==> src/hdl/espm_pkg.sv <==
// Shared types and constants of the encoder period speed meter.
package espm_pkg;

  // Field widths.
  localparam int OP_W       = 2;
  localparam int TS_W       = 16;
  localparam int PERIOD_W   = TS_W + 1;
  localparam int SPEED_W    = 16;
  localparam int CFG_W      = 16;
  localparam int CFG_IDX_W  = 1;

  // Default channel count and reset values of the configuration registers.
  localparam int             CHANNELS_DEF     = 2;
  localparam logic [CFG_W-1:0] SCALE_RESET    = CFG_W'(200 * 250);
  localparam logic [CFG_W-1:0] DEAD_ZONE_RESET = '0;
  localparam logic [SPEED_W-1:0] SPEED_SAT    = 16'hFFFF;

  // Depth of the queue between front and back.
  localparam int QUEUE_DEPTH = 2;

  // Operation codes of an input word.
  typedef enum logic [OP_W-1:0] {
    OP_ARM  = 2'd0,
    OP_EDGE = 2'd1,
    OP_EVAL = 2'd2
  } op_e;

  // Configuration register indexes.
  typedef enum logic [CFG_IDX_W-1:0] {
    CFG_SCALE     = 1'b0,
    CFG_DEAD_ZONE = 1'b1
  } cfg_idx_e;

  // Result status codes.
  typedef enum logic [1:0] {
    ST_MEASURED  = 2'd0,
    ST_ONE_EDGE  = 2'd1,
    ST_NO_EDGE   = 2'd2,
    ST_DEAD_ZONE = 2'd3
  } status_e;

  // Measurement stage of one channel.
  typedef enum logic [1:0] {
    STG_IDLE  = 2'd0,
    STG_FIRST = 2'd1,
    STG_DONE  = 2'd2
  } stage_e;

  // Back end sequencer states.
  typedef enum logic {
    BK_IDLE = 1'b0,
    BK_DIV  = 1'b1
  } back_state_e;

  // One evaluation job handed from front to back.
  typedef struct packed {
    logic                channel;
    status_e             kind;
    logic [PERIOD_W-1:0] period;
  } job_t;

endpackage

==> src/hdl/espm_front.sv <==
// Front end: accepts input words, tracks capture state per channel, queues evaluations.
module espm_front #(
  parameter int CHANNELS = espm_pkg::CHANNELS_DEF
) (
  input  logic                       clk_i,
  input  logic                       rst_ni,
  input  logic                       in_valid_i,
  output logic                       in_ready_o,
  input  logic [espm_pkg::OP_W-1:0]  op_i,
  input  logic                       channel_i,
  input  logic [espm_pkg::TS_W-1:0]  timestamp_i,
  input  logic                       overflow_seen_i,
  input  logic                       q_full_i,
  output logic                       q_push_o,
  output espm_pkg::job_t             q_job_o
);
  import espm_pkg::*;

  stage_e              stage_q  [CHANNELS];
  logic [TS_W-1:0]     first_q  [CHANNELS];
  logic [PERIOD_W-1:0] period_q [CHANNELS];
  logic [CHANNELS-1:0] armed_q;

  logic [CHANNELS-1:0] sel;
  logic                ch_valid;
  logic                accept;
  stage_e              cur_stage;
  logic [TS_W-1:0]     cur_first;
  logic [PERIOD_W-1:0] cur_period;
  logic [PERIOD_W-1:0] new_period;
  logic                is_edge;
  logic                is_eval;

  // The queue only fills on evaluations, but every word waits for room to keep order simple.
  assign in_ready_o = !q_full_i;
  assign accept     = in_valid_i && in_ready_o;

  // Decode the channel and pick that channel's state.
  always_comb begin
    cur_stage  = STG_IDLE;
    cur_first  = '0;
    cur_period = '0;
    for (int i = 0; i < CHANNELS; i++) begin
      sel[i] = (int'(channel_i) == i);
      if (sel[i]) begin
        cur_stage  = stage_q[i];
        cur_first  = first_q[i];
        cur_period = period_q[i];
      end
    end
    ch_valid = (int'(channel_i) < CHANNELS);
  end

  // Period is the timestamp difference, with the overflow flag as bit sixteen.
  assign new_period = {overflow_seen_i, timestamp_i - cur_first};

  assign is_edge = accept && (op_i == OP_EDGE) && ch_valid && (|(armed_q & sel));
  assign is_eval = accept && (op_i == OP_EVAL);

  // Evaluation job for the back end.
  always_comb begin
    q_push_o        = is_eval;
    q_job_o.channel = channel_i;
    q_job_o.period  = cur_period;
    q_job_o.kind    = ST_NO_EDGE;
    if (ch_valid) begin
      case (cur_stage)
        STG_DONE:  q_job_o.kind = ST_MEASURED;
        STG_FIRST: q_job_o.kind = ST_ONE_EDGE;
        default:   q_job_o.kind = ST_NO_EDGE;
      endcase
    end
  end

  // Per-channel capture state and the armed mask.
  always_ff @(posedge clk_i or negedge rst_ni) begin
    if (!rst_ni) begin
      armed_q <= '0;
      for (int i = 0; i < CHANNELS; i++) begin
        stage_q[i]  <= STG_IDLE;
        first_q[i]  <= '0;
        period_q[i] <= '0;
      end
    end else if (accept) begin
      case (op_i)
        OP_ARM: begin
          if (ch_valid) begin
            armed_q <= sel;
          end
        end
        OP_EDGE: begin
          if (is_edge) begin
            for (int i = 0; i < CHANNELS; i++) begin
              if (sel[i]) begin
                if (cur_stage == STG_FIRST) begin
                  period_q[i] <= new_period;
                  stage_q[i]  <= STG_DONE;
                end else begin
                  first_q[i] <= timestamp_i;
                  stage_q[i] <= STG_FIRST;
                end
              end
            end
            if (cur_stage == STG_FIRST) begin
              armed_q <= '0;
            end
          end
        end
        OP_EVAL: begin
          armed_q <= '0;
          for (int i = 0; i < CHANNELS; i++) begin
            if (sel[i]) begin
              stage_q[i]  <= STG_IDLE;
              first_q[i]  <= '0;
              period_q[i] <= '0;
            end
          end
        end
        default: begin
        end
      endcase
    end
  end

endmodule

==> src/hdl/espm_fifo.sv <==
// Short job queue between the front and back ends.
module espm_fifo (
  input  logic           clk_i,
  input  logic           rst_ni,
  input  logic           push_i,
  input  espm_pkg::job_t job_i,
  output logic           full_o,
  input  logic           pop_i,
  output logic           valid_o,
  output espm_pkg::job_t job_o
);
  import espm_pkg::*;

  localparam int PtrW = $clog2(QUEUE_DEPTH);

  job_t            mem_q [QUEUE_DEPTH];
  logic [PtrW-1:0] wr_ptr_q, wr_ptr_d;
  logic [PtrW-1:0] rd_ptr_q, rd_ptr_d;
  logic [PtrW:0]   count_q, count_d;
  logic            do_push;
  logic            do_pop;

  assign full_o  = (count_q == (PtrW + 1)'(QUEUE_DEPTH));
  assign valid_o = (count_q != '0);
  assign job_o   = mem_q[rd_ptr_q];
  assign do_push = push_i && !full_o;
  assign do_pop  = pop_i && valid_o;

  // Pointer and fill count update.
  always_comb begin
    wr_ptr_d = do_push ? wr_ptr_q + 1'b1 : wr_ptr_q;
    rd_ptr_d = do_pop ? rd_ptr_q + 1'b1 : rd_ptr_q;
    count_d  = count_q;
    if (do_push && !do_pop) begin
      count_d = count_q + 1'b1;
    end else if (do_pop && !do_push) begin
      count_d = count_q - 1'b1;
    end
  end

  always_ff @(posedge clk_i or negedge rst_ni) begin
    if (!rst_ni) begin
      wr_ptr_q <= '0;
      rd_ptr_q <= '0;
      count_q  <= '0;
    end else begin
      wr_ptr_q <= wr_ptr_d;
      rd_ptr_q <= rd_ptr_d;
      count_q  <= count_d;
    end
  end

  // Entry storage.
  always_ff @(posedge clk_i) begin
    if (do_push) begin
      mem_q[wr_ptr_q] <= job_i;
    end
  end

endmodule

==> src/hdl/espm_back.sv <==
// Back end: serial divider for scale over period, dead zone check and result register.
module espm_back (
  input  logic                         clk_i,
  input  logic                         rst_ni,
  input  logic [espm_pkg::CFG_W-1:0]   scale_i,
  input  logic [espm_pkg::CFG_W-1:0]   dead_zone_i,
  input  logic                         job_valid_i,
  input  espm_pkg::job_t               job_i,
  output logic                         job_pop_o,
  output logic                         out_valid_o,
  input  logic                         out_ready_i,
  output logic [espm_pkg::SPEED_W-1:0] speed_o,
  output logic [1:0]                   status_o,
  output logic                         result_channel_o
);
  import espm_pkg::*;

  localparam int DivSteps = SPEED_W;
  localparam int CntW     = $clog2(DivSteps + 1);

  back_state_e         state_q, state_d;
  logic [PERIOD_W-1:0] rem_q, rem_d;
  logic [SPEED_W-1:0]  quo_q, quo_d;
  logic [PERIOD_W-1:0] div_q, div_d;
  logic [CntW-1:0]     cnt_q, cnt_d;
  logic                chan_q, chan_d;

  logic                out_valid_q, out_valid_d;
  logic [SPEED_W-1:0]  speed_q, speed_d;
  status_e             status_q, status_d;
  logic                rchan_q, rchan_d;

  logic                slot_free;
  logic                needs_div;
  logic [PERIOD_W:0]   partial;
  logic [PERIOD_W:0]   diff;
  logic                ge;

  // A measured speed below the dead zone is reported as zero.
  function automatic void apply_dead_zone(input logic [SPEED_W-1:0] s,
                                          input logic [CFG_W-1:0] dz,
                                          output logic [SPEED_W-1:0] s_out,
                                          output status_e st_out);
    if (s < dz) begin
      s_out  = '0;
      st_out = ST_DEAD_ZONE;
    end else begin
      s_out  = s;
      st_out = ST_MEASURED;
    end
  endfunction

  assign slot_free = !out_valid_q || out_ready_i;
  assign needs_div = (job_i.kind == ST_MEASURED) && (job_i.period != '0);

  // One restoring division step.
  assign partial = {rem_q, quo_q[SPEED_W-1]};
  assign diff    = partial - {1'b0, div_q};
  assign ge      = (partial >= {1'b0, div_q});

  // Sequencer and datapath next state.
  always_comb begin
    state_d     = state_q;
    rem_d       = rem_q;
    quo_d       = quo_q;
    div_d       = div_q;
    cnt_d       = cnt_q;
    chan_d      = chan_q;
    out_valid_d = out_valid_q;
    speed_d     = speed_q;
    status_d    = status_q;
    rchan_d     = rchan_q;
    job_pop_o   = 1'b0;

    if (out_ready_i) begin
      out_valid_d = 1'b0;
    end

    case (state_q)
      BK_IDLE: begin
        if (job_valid_i) begin
          if (needs_div) begin
            job_pop_o = 1'b1;
            rem_d     = '0;
            quo_d     = scale_i;
            div_d     = job_i.period;
            cnt_d     = '0;
            chan_d    = job_i.channel;
            state_d   = BK_DIV;
          end else if (slot_free) begin
            job_pop_o   = 1'b1;
            out_valid_d = 1'b1;
            rchan_d     = job_i.channel;
            if (job_i.kind == ST_MEASURED) begin
              // Zero period saturates the speed.
              apply_dead_zone(SPEED_SAT, dead_zone_i, speed_d, status_d);
            end else begin
              speed_d  = '0;
              status_d = job_i.kind;
            end
          end
        end
      end
      BK_DIV: begin
        if (cnt_q != CntW'(DivSteps)) begin
          rem_d = ge ? diff[PERIOD_W-1:0] : partial[PERIOD_W-1:0];
          quo_d = {quo_q[SPEED_W-2:0], ge};
          cnt_d = cnt_q + 1'b1;
        end else if (slot_free) begin
          out_valid_d = 1'b1;
          rchan_d     = chan_q;
          apply_dead_zone(quo_q, dead_zone_i, speed_d, status_d);
          state_d     = BK_IDLE;
        end
      end
      default: begin
        state_d = BK_IDLE;
      end
    endcase
  end

  // Control registers.
  always_ff @(posedge clk_i or negedge rst_ni) begin
    if (!rst_ni) begin
      state_q     <= BK_IDLE;
      out_valid_q <= 1'b0;
      cnt_q       <= '0;
    end else begin
      state_q     <= state_d;
      out_valid_q <= out_valid_d;
      cnt_q       <= cnt_d;
    end
  end

  // Payload registers.
  always_ff @(posedge clk_i) begin
    rem_q    <= rem_d;
    quo_q    <= quo_d;
    div_q    <= div_d;
    chan_q   <= chan_d;
    speed_q  <= speed_d;
    status_q <= status_d;
    rchan_q  <= rchan_d;
  end

  assign out_valid_o      = out_valid_q;
  assign speed_o          = speed_q;
  assign status_o         = status_q;
  assign result_channel_o = rchan_q;

endmodule

==> src/hdl/encoder_period_speed_meter.sv <==
// Encoder period speed meter top level: configuration registers, front, queue and back.
//
// Arm and capture-edge words are accepted back to back while the two-entry evaluation
// queue has room. An evaluate word is pushed into the queue when it is accepted.
// Its result passes from the queue through the divider load, 16 steps of the shared
// restoring divider and the output register when a measured period is divided, and from
// the queue straight into the output register when no division is needed (no edge, one
// edge only, or zero period). The serial divider takes a new evaluation only once it has
// finished the last one. The output register lets the next job start its division while
// a result waits to be taken; a job that needs no division waits until it is taken.
module encoder_period_speed_meter #(
  parameter int CHANNELS = espm_pkg::CHANNELS_DEF
) (
  input  logic                           clk_i,
  input  logic                           rst_ni,
  input  logic                           in_valid_i,
  output logic                           in_ready_o,
  input  logic [espm_pkg::OP_W-1:0]      op_i,
  input  logic                           channel_i,
  input  logic [espm_pkg::TS_W-1:0]      timestamp_i,
  input  logic                           overflow_seen_i,
  output logic                           out_valid_o,
  input  logic                           out_ready_i,
  output logic [espm_pkg::SPEED_W-1:0]   speed_o,
  output logic [1:0]                     status_o,
  output logic                           result_channel_o,
  input  logic                           cfg_we_i,
  input  logic [espm_pkg::CFG_IDX_W-1:0] cfg_index_i,
  input  logic [espm_pkg::CFG_W-1:0]     cfg_data_i
);
  import espm_pkg::*;

  logic [CFG_W-1:0] scale_q;
  logic [CFG_W-1:0] dead_zone_q;
  logic             q_full;
  logic             q_push;
  job_t             q_job_in;
  logic             q_pop;
  logic             q_valid;
  job_t             q_job_out;

  // Configuration registers.
  always_ff @(posedge clk_i or negedge rst_ni) begin
    if (!rst_ni) begin
      scale_q     <= SCALE_RESET;
      dead_zone_q <= DEAD_ZONE_RESET;
    end else if (cfg_we_i) begin
      case (cfg_index_i)
        CFG_SCALE:     scale_q     <= cfg_data_i;
        CFG_DEAD_ZONE: dead_zone_q <= cfg_data_i;
        default: begin
        end
      endcase
    end
  end

  espm_front #(
    .CHANNELS(CHANNELS)
  ) u_front (
    .clk_i          (clk_i),
    .rst_ni         (rst_ni),
    .in_valid_i     (in_valid_i),
    .in_ready_o     (in_ready_o),
    .op_i           (op_i),
    .channel_i      (channel_i),
    .timestamp_i    (timestamp_i),
    .overflow_seen_i(overflow_seen_i),
    .q_full_i       (q_full),
    .q_push_o       (q_push),
    .q_job_o        (q_job_in)
  );

  espm_fifo u_fifo (
    .clk_i  (clk_i),
    .rst_ni (rst_ni),
    .push_i (q_push),
    .job_i  (q_job_in),
    .full_o (q_full),
    .pop_i  (q_pop),
    .valid_o(q_valid),
    .job_o  (q_job_out)
  );

  espm_back u_back (
    .clk_i           (clk_i),
    .rst_ni          (rst_ni),
    .scale_i         (scale_q),
    .dead_zone_i     (dead_zone_q),
    .job_valid_i     (q_valid),
    .job_i           (q_job_out),
    .job_pop_o       (q_pop),
    .out_valid_o     (out_valid_o),
    .out_ready_i     (out_ready_i),
    .speed_o         (speed_o),
    .status_o        (status_o),
    .result_channel_o(result_channel_o)
  );

endmodule
==> config.mk <==
export PLATFORM = sky130hd
export DESIGN_NAME = encoder_period_speed_meter
export DESIGN_NICKNAME = d
export VERILOG_FILES = /design/src/hdl/espm_pkg.sv /design/src/hdl/espm_front.sv /design/src/hdl/espm_fifo.sv /design/src/hdl/espm_back.sv /design/src/hdl/encoder_period_speed_meter.sv
export SDC_FILE = /design/constraint.sdc
export NUM_CORES = 1
export LEC_CHECK = 0
export ABC_AREA = 1
export BUFFER_PORTS_ARGS = -buffer_cell sky130_fd_sc_hd__buf_2
export CAP_MARGIN = 5
export CORE_ASPECT_RATIO = 1.2
export CORE_MARGIN = 4
export CORE_UTILIZATION = 60
export CTS_CLUSTER_DIAMETER = 100
export DETAILED_ROUTE_END_ITERATION = 7
export GPL_TIMING_DRIVEN = 0
export MAX_ROUTING_LAYER = met4
export PLACE_DENSITY = 0.82
export RECOVER_POWER = 25
export SLEW_MARGIN = 10
export SYNTH_ARGS = -nofsm -noshare
export SYNTH_HDL_FRONTEND = slang
export SYNTH_SLANG_ARGS = --single-unit
==> constraint.sdc <==
create_clock -name clk_i -period 6.9 [get_ports clk_i]
set_clock_uncertainty 0.05 [all_clocks]
set_input_delay 1.035 -clock clk_i [delete_from_list [all_inputs] [get_ports clk_i]]
set_output_delay 1.035 -clock clk_i [all_outputs]
set_load 0.02 [all_outputs]
==> results of run 1 <==
## sequential cells by signal, indices dropped and copies added, names as in the netlist, 5 cells and up
register and count:
u_fifo.mem_q 40, u_front.period_q 34, u_front.first_q 32, u_back.div_q 17, u_back.rem_q 17, dead_zone_q 16, scale_q 16, u_back.quo_q 16
u_back.speed_o 16, u_back.cnt_q 5
## power breakdown
group          leakage (nW)  switching (mW)  total, mW  internal, mW
clock                 0.366           0.496       1.22         0.721
combinational          3.62            1.57       2.43         0.859
sequential             2.48           0.212       2.24          2.03
## logic make-up after synthesis
logic type      Yosys count
buf+inv                 223
simple gates            632
mux                      14
fa+ha+maj                56
compound gates          197
xor+xnor                 13
flops                   225
## worst reg2reg max path: stages, from the launching register on
cell and delay, ns:
dfrtp_1 0.32, clkbuf_1 0.35, clkinvlp_2 0.39, clkbuf_1 0.38, nand2_2 0.13, nand2_1 0.07, nor2_1 0.08, nand2_1 0.06
nor2_1 0.16, nand3_1 0.17, nand2_1 0.12, nand2_2 0.10, nand2_1 0.10, nand2_1 0.07, nor2_2 0.64
## placed cells by master, fill, tap and decap left out, drive strengths merged, types with 2 or more instances in the layout
master and n:
buf 80, nand3 46, o21ai 150, fa 2
clkinv 6, or2 6, nand3b 3, nand4 19
ha 54, nor2 107, o21bai 4, inv 180
xor2 10, nor3 10, a21o 4, a21oi 36
xnor2 3, dfstp 6, mux2 14, dfrtp 109
edfxtp 110, nand2 438, clkbuf 62, o21a 2
## stage by stage
| stage | worst slack (ns) | utilization |
|---|---|---|
| 3_3_place_gp | 2.71 | 0.642 |
| 6_report | 3.00 | 0.682 |
| 3_5_place_dp | 2.62 | 0.646 |
| 4_1_cts | 3.16 | 0.684 |
| 5_1_grt | 2.69 | 0.682 |
| 2_1_floorplan | 3.55 | - |
## area by class of cell
cell class              count  area, um^2  area share
diodes                      1        2.50    0.000188
plain buffers              41         231      0.0174
clock buffers              36         686      0.0516
clock inverters             6        61.3     0.00462
inverters                 182         684      0.0515
multi-input cells         912        4730       0.356
flip-flops and latches    225        6190       0.466
well taps                 261         327      0.0246
repair buffers             65         365      0.0275
## path summary, 6_finish.rpt
check,from,to,slack [ns],depth (start not counted)
max,channel_i,u_front.period_q[25]$_DFFE_PN0P_,3.00,15
min,u_front.period_q[2]$_DFFE_PN0P_,u_front.period_q[2]$_DFFE_PN0P_,0.42,2
max reg2reg,u_fifo.rd_ptr_q$_DFFE_PN0P_,u_back.result_channel_o$_DFFE_PP_,3.33,14
min reg2reg,u_front.period_q[2]$_DFFE_PN0P_,u_front.period_q[2]$_DFFE_PN0P_,0.42,2
max in group asynchronous,rst_ni,u_front.period_q[8]$_DFFE_PN0P_,4.71,2
min in group asynchronous,rst_ni,dead_zone_q[6]$_DFFE_PN0P_,0.92,1
## routing by layer
layer / GRT usage / share of wire / up-vias
met4: 0.0793 / 0.025 / 0
met3: 0.0335 / 0.060 / 57
met1: 0.306 / 0.40 / 4408
li1: - / - / 4571
met2: 0.416 / 0.51 / 297
met5: - / 0 / -
==> key figures, run 1 <==
Clock network
  • CTS tree: yes
  • CTS clock-pin slew for the worst setup and hold paths: 0.06 ns
  • Number of setup buffers added after CTS: 0
  • Clk_lat worst skew: 0.52 ns
  • Num CTS Buffers: 23
  • # clock sinks: 225
  • CTS Hold Bufs: 0
  • CTS Buffer Depth: 3
  • H-tree Lvls: 1
  • Post-CTS sizing: 0
  • Clock root cell: clkbuf_16

Final layout
  • Fill count: 1535
  • Layout cell share with drive strength beyond 1: 0.130
  • Area grow syn2layout: 11.9%
  • Design Area, Final: 13300 um^2
  • Layout Cells excl Fill: between 1500 and 2000
  • Nets: 1548

Synth
  • Synth Warn #: 0
  • Count leader, synth: nand2_1
  • Synth async-reset ratio: 0.511
  • Post-synthesis mux area share: 0.0152
  • Distinct cells, synth: 47
  • Post-Syn Instances: 1360
  • Main flop type after synthesis: edfxtp_1
  • Post-synth top cells: nand2_1 (418), inv_1 (170), o21ai_0 (119), edfxtp_1 (110), dfrtp_1 (109)
  • Flops & latches, synth: 225
  • Sequential area share after synthesis: 0.521
  • Post-synthesis simple-gate area fraction: 0.225
  • Main combinational cell family by area after synthesis: simple AND/OR/NAND/NOR gates
  • Top cell type by total area after synthesis: edfxtp_1
  • Post-Synth XOR/XNOR Area: 0.00959
  • Compound-cell area share of the yosys netlist: 0.0891
  • Post-Synth Adder-Cell Area: 0.0603
  • Synthesized area: 11900 um^2
  • Largest cells by area after synthesis: edfxtp_1 (28%), dfrtp_1 (23%), nand2_1 (13%), ha_1 (5.7%), inv_1 (5.4%)
  • Yosys top cell area share: 0.278
  • Avg Cell Area, Syn: 8.73 um^2
  • Number of flops mapped to enable cells by yosys: 110
  • Syn_nets: 1458

STA
  • Fmax: 256 MHz
  • Setup TNS: 0 ns
  • Tmin final: 3.90 ns
  • Final Hold Viols: 0
  • Slew Viols, Final: 29
  • Min Hold Slack: 0.424 ns
  • Max transition margin: -0.162
  • Count of final setup violators: 0
  • RSZ-0062 raised after global routing: no
  • Fin crit share: 0.566
  • Measured slew at the worst slew-check pin: 1.74 ns

Floorplan
  • Die X: 136 um
  • Initial core utilization: 0.609
  • Core Area: 19500 um^2
  • Die height: 162 um
  • # rows: 56
  • IO Count: 63
  • Area of the die: 22100 um^2

Route
  • Via count: 9333
  • WL per Instance: between 10 and 15 um
  • DR pass1 iterations: 5
  • Via-to-Cell Ratio: 5.40
  • Final wirelength: ~26000 um
  • Post-route DRC: 0
  • Iter 0 DRT Violations: 831
  • Post-DRT Antenna Nets: 0

Critical path
  • CP Data Arrival Time: 4.22 ns
  • Required time of the critical path: 7.21 ns
  • Crit. End Element: flip-flop
  • Top cell by count, worst path: o21ai_0
  • Crit Path Max Fanout: 10
  • Setup CP Type: in -> reg
  • Slowest library cell on the worst path: clkbuf_1
  • Nature of the critical path startpoint: input port
  • Critical path cell sequence: clkbuf_1 > buf_6 > clkbuf_1 > clkbuf_1 > nand2_1 > o21ai_0 > ha_1 > inv_1 > fa_1 > nand2_1 > nand3_1 > o21ai_0 > o21ai_0 > o21ai_0 > o21ai_1
  • Worst path buffer plus inverter count: 5
  • Largest stage delay, worst path: 0.46 ns
  • CP delay by family, top: buffers and inverters

Global route
  • Vias in the first global route: a little over 9000
  • Global route total overflow: 0
  • All-Layer GR Usage: 0.245
  • First-pass GRT wire length: 42800 um
  • Antenna violations before repair: 1
  • Largest net degree at the start of global routing: 88

Place
  • Placed cell area: between 10000 and 15000 um^2
  • Placed Cells incl. Taps: 1686
  • # port buffers: between 60 and 70
  • HPWL after DPL: 18600 um
  • GP Congestion: 0.951

Worst hold path
  • Hold Crit Class: reg -> reg

Power
  • Maximum VDD drop: about 0.25 mV
  • Pwr Density: 444 nW/um^2
  • Pwr Total: approximately 5.9 mW
  • Leakage: 6.47 nW

Run status
  • Failing checks: capacitance limit, slew limit
  • Status: finished, violations left

Run
  • Max Cap Violations: 1
(Power assumes the default switching activity.)
==> run 2, diff against run 1 <==
--- a/config.mk
+++ b/config.mk
@@ -10,12 +10,12 @@
 export CAP_MARGIN = 5
 export CORE_ASPECT_RATIO = 1.2
 export CORE_MARGIN = 4
-export CORE_UTILIZATION = 60
+export CORE_UTILIZATION = 56
 export CTS_CLUSTER_DIAMETER = 100
 export DETAILED_ROUTE_END_ITERATION = 7
 export GPL_TIMING_DRIVEN = 0
 export MAX_ROUTING_LAYER = met4
-export PLACE_DENSITY = 0.82
+export PLACE_DENSITY = 0.81
 export RECOVER_POWER = 25
 export SLEW_MARGIN = 10
 export SYNTH_ARGS = -nofsm -noshare
==> constraint.sdc (replaced) <==
create_clock -name clk_i -period 3.43 [get_ports clk_i]
set_clock_uncertainty 0.05 [all_clocks]
set_input_delay 0.5145 -clock clk_i [delete_from_list [all_inputs] [get_ports clk_i]]
set_output_delay 0.5145 -clock clk_i [all_outputs]
set_load 0.02 [all_outputs]
==> run 2 against run 1 <==
Compared with the run above: the run still ends with capacitance limit, slew limit left; hold slack worse by 0.25 ns; sequential power up 100%; core utilization fell by 4.6 points; power rose by 100%; worst setup slack got worse by 2.7 ns; critical endpoint is now u_front.period_q[6]$_DFFE_PN0P_; largest cell class unchanged; largest power group unchanged.
==> key figures, run 2 (synthesis gave the netlist of run 1 again) <==
Route
  • WL per Instance: 14.8 um
  • Post-DRT Antenna Nets: 0
  • Post-route DRC: 0
  • DR pass1 iterations: 5
  • Final wirelength: 25700 um
  • Via-to-Cell Ratio: 5.31
  • Via count: 9231
  • Iter 0 DRT Violations: 649

STA
  • Fin crit share: 0.916
  • Slew Viols, Final: 29
  • RSZ-0062 raised after global routing: no
  • Setup WS post-layout: 0.288 ns
  • Tmin final: 3.14 ns
  • Final Hold Viols: 0
  • Count of final setup violators: 0
  • Measured slew at the worst slew-check pin: 1.79 ns
  • Max transition margin: -0.194
  • Fmax: ~320 MHz

Floorplan
  • Die X: about 140 um
  • Core Area: around 21000 um^2
  • Initial core utilization: 0.568
  • Area of the die: 23600 um^2
  • # rows: 58
  • Die height: 167 um
  • IO Count: 63

Clock network
  • Clk_lat worst skew: 0.52 ns
  • H-tree Lvls: 1
  • CTS tree: yes
  • # clock sinks: 225
  • CTS Buffer Depth: 3
  • Clock root cell: clkbuf_16
  • CTS clock-pin slew for the worst setup and hold paths: 0.06 ns
  • Number of setup buffers added after CTS: 0
  • Num CTS Buffers: 23

Power
  • Leakage: 6.48 nW
  • NetSw: 4.65 mW
  • Clock power share: 0.201
  • Pwr Total: 11.8 mW
  • Maximum VDD drop: 0.501 mV
  • Reg power frac: 0.381
  • Combinational power share: 0.418
  • Sw Ratio: 0.393
  • Int Pwr: 7.16 mW
  • Pwr Density: 889 nW/um^2

Critical path
  • Slowest library cell on the worst path: clkbuf_1
  • Nature of the critical path startpoint: input port
  • Crit. End Element: flip-flop
  • Required time of the critical path: ~3.8 ns
  • Critical path cell sequence: buf_2 > buf_6 > clkbuf_1 > clkbuf_2 > nand2_1 > o21ai_0 > ha_1 > inv_1 > fa_1 > nand2_1 > nand3_1 > o21ai_0 > o21ai_1 > or2_2 > nand3_1 > o21ai_1
  • CP Data Arrival Time: 3.48 ns
  • Crit Path Max Fanout: 10
  • Largest stage delay, worst path: 0.44 ns
  • Setup CP Type: in -> reg

Global route
  • All-Layer GR Usage: 0.226
  • Global route total overflow: 0
  • Antenna violations before repair: 0
  • Largest net degree at the start of global routing: 88
  • Vias in the first global route: ~9200
  • First-pass GRT wire length: 43100 um

Place
  • # port buffers: 62
  • HPWL after DPL: 19000 um
  • Pre-CTS setup slack: -0.524 ns
  • GP Congestion: between 0.9 and 1

Final layout
  • Most frequent cells in the layout: nand2_1 (422), inv_1 (169), o21ai_0 (121)
  • Most common cell after layout, fill and taps aside: nand2_1
  • Largest Register: u_fifo.mem_q
  • Layout cell share with drive strength beyond 1: 0.134
  • Biggest regs: u_fifo.mem_q (40), u_front.period_q (34), u_front.first_q (32)
  • Max reg flops: 40
  • Antenna cells: 0
  • Nets: 1549
  • Area grow syn2layout: 12.0%

Run
  • Max Cap Violations: 1

Run status
  • Status: finished, violations left
  • Failing checks: capacitance limit, slew limit

Worst hold path
  • Hold Crit Class: in -> reg
-- run 2: cell types whose count changed in the layout (fill, tap and decap cells not counted), sizes merged --
cell | previous run | this run
clkbuf | 62 | 52
clkinv | 6 | 13
buf | 80 | 82
diode | 1 | 0
dlygate4sd3 | 0 | 1
inv | 180 | 181
-- run 2: routing by layer --
metal | vias to the layer above | track usage | share of wire
met3 | 54 | 0.0297 | 0.047
li1 | 4576 | - | -
met1 | 4372 | 0.260 | 0.39
met4 | 0 | 0.0624 | 0.024
met5 | - | - | 0
met2 | 229 | 0.412 | 0.54
-- run 2: power by group through the flow --
stage	clock network, mW	logic (mW)	registers (mW)
2_1_floorplan	0	3.65	4.52
6_report	2.37	4.94	4.51
5_1_grt	2.52	5.65	4.59
3_3_place_gp	0	4.72	4.51
4_1_cts	2.40	4.96	4.50
3_5_place_dp	0	4.90	4.54
-- run 2: final timing paths --
kind,to,slack (ns),startpoint,cells after the start
min in group asynchronous,dead_zone_q[8]$_DFFE_PN0P_,0.96,rst_ni,2
min reg2reg,u_front.period_q[16]$_DFFE_PN0P_,0.43,u_front.period_q[16]$_DFFE_PN0P_,2
max in group asynchronous,u_front.period_q[25]$_DFFE_PN0P_,1.18,rst_ni,3
max reg2reg,u_back.status_o[1]$_DFFE_PP_,0.35,u_fifo.rd_ptr_q$_DFFE_PN0P_,14
max,u_front.period_q[6]$_DFFE_PN0P_,0.29,channel_i,16
min,u_fifo.mem_q[1][19]$_DFFE_PP_,0.17,channel_i,1
-- run 2: cell type report --
type	count	area [um^2]
clock inverters	14	113
repair buffers	66	377
multi-input cells	912	4730
inverters	182	688
well taps	270	338
flip-flops and latches	225	6190
clock buffers	28	604
fillers	1694	7610
plain buffers	41	248
-- run 2: critical path: cells and delay by family --
kind	cells	cell delay (ns)
compound gates	4	0.59
fa+ha+maj	2	0.57
buf+inv	5	1.12
simple gates	5	0.69
-- run 2: repair_timing --
action / in CTS / in global routing
endpoints found under the setup margin: 1 / 11
gates resized for setup: 1 / 2
endpoints found under the hold margin: 24 / 0
hold buffers: 1 / 0
cloned: 0 / 0
-- run 2: metrics by stage --
stage | instance area (um^2) | instances | setup TNS (ns) | hold WS, ns | utilization
after floorplan | 11900 | 1360 | 0 | 0.169 | -
after global placement | 12500 | 1692 | -2.19 | 0.404 | 0.599
after detailed placement | 12600 | 1695 | -3.45 | 0.363 | 0.602
after CTS | 13300 | 1738 | 0 | 0.158 | 0.637
after global routing | 13300 | 1738 | 0 | 0.156 | 0.636
final | 13300 | 1738 | 0 | 0.172 | 0.636
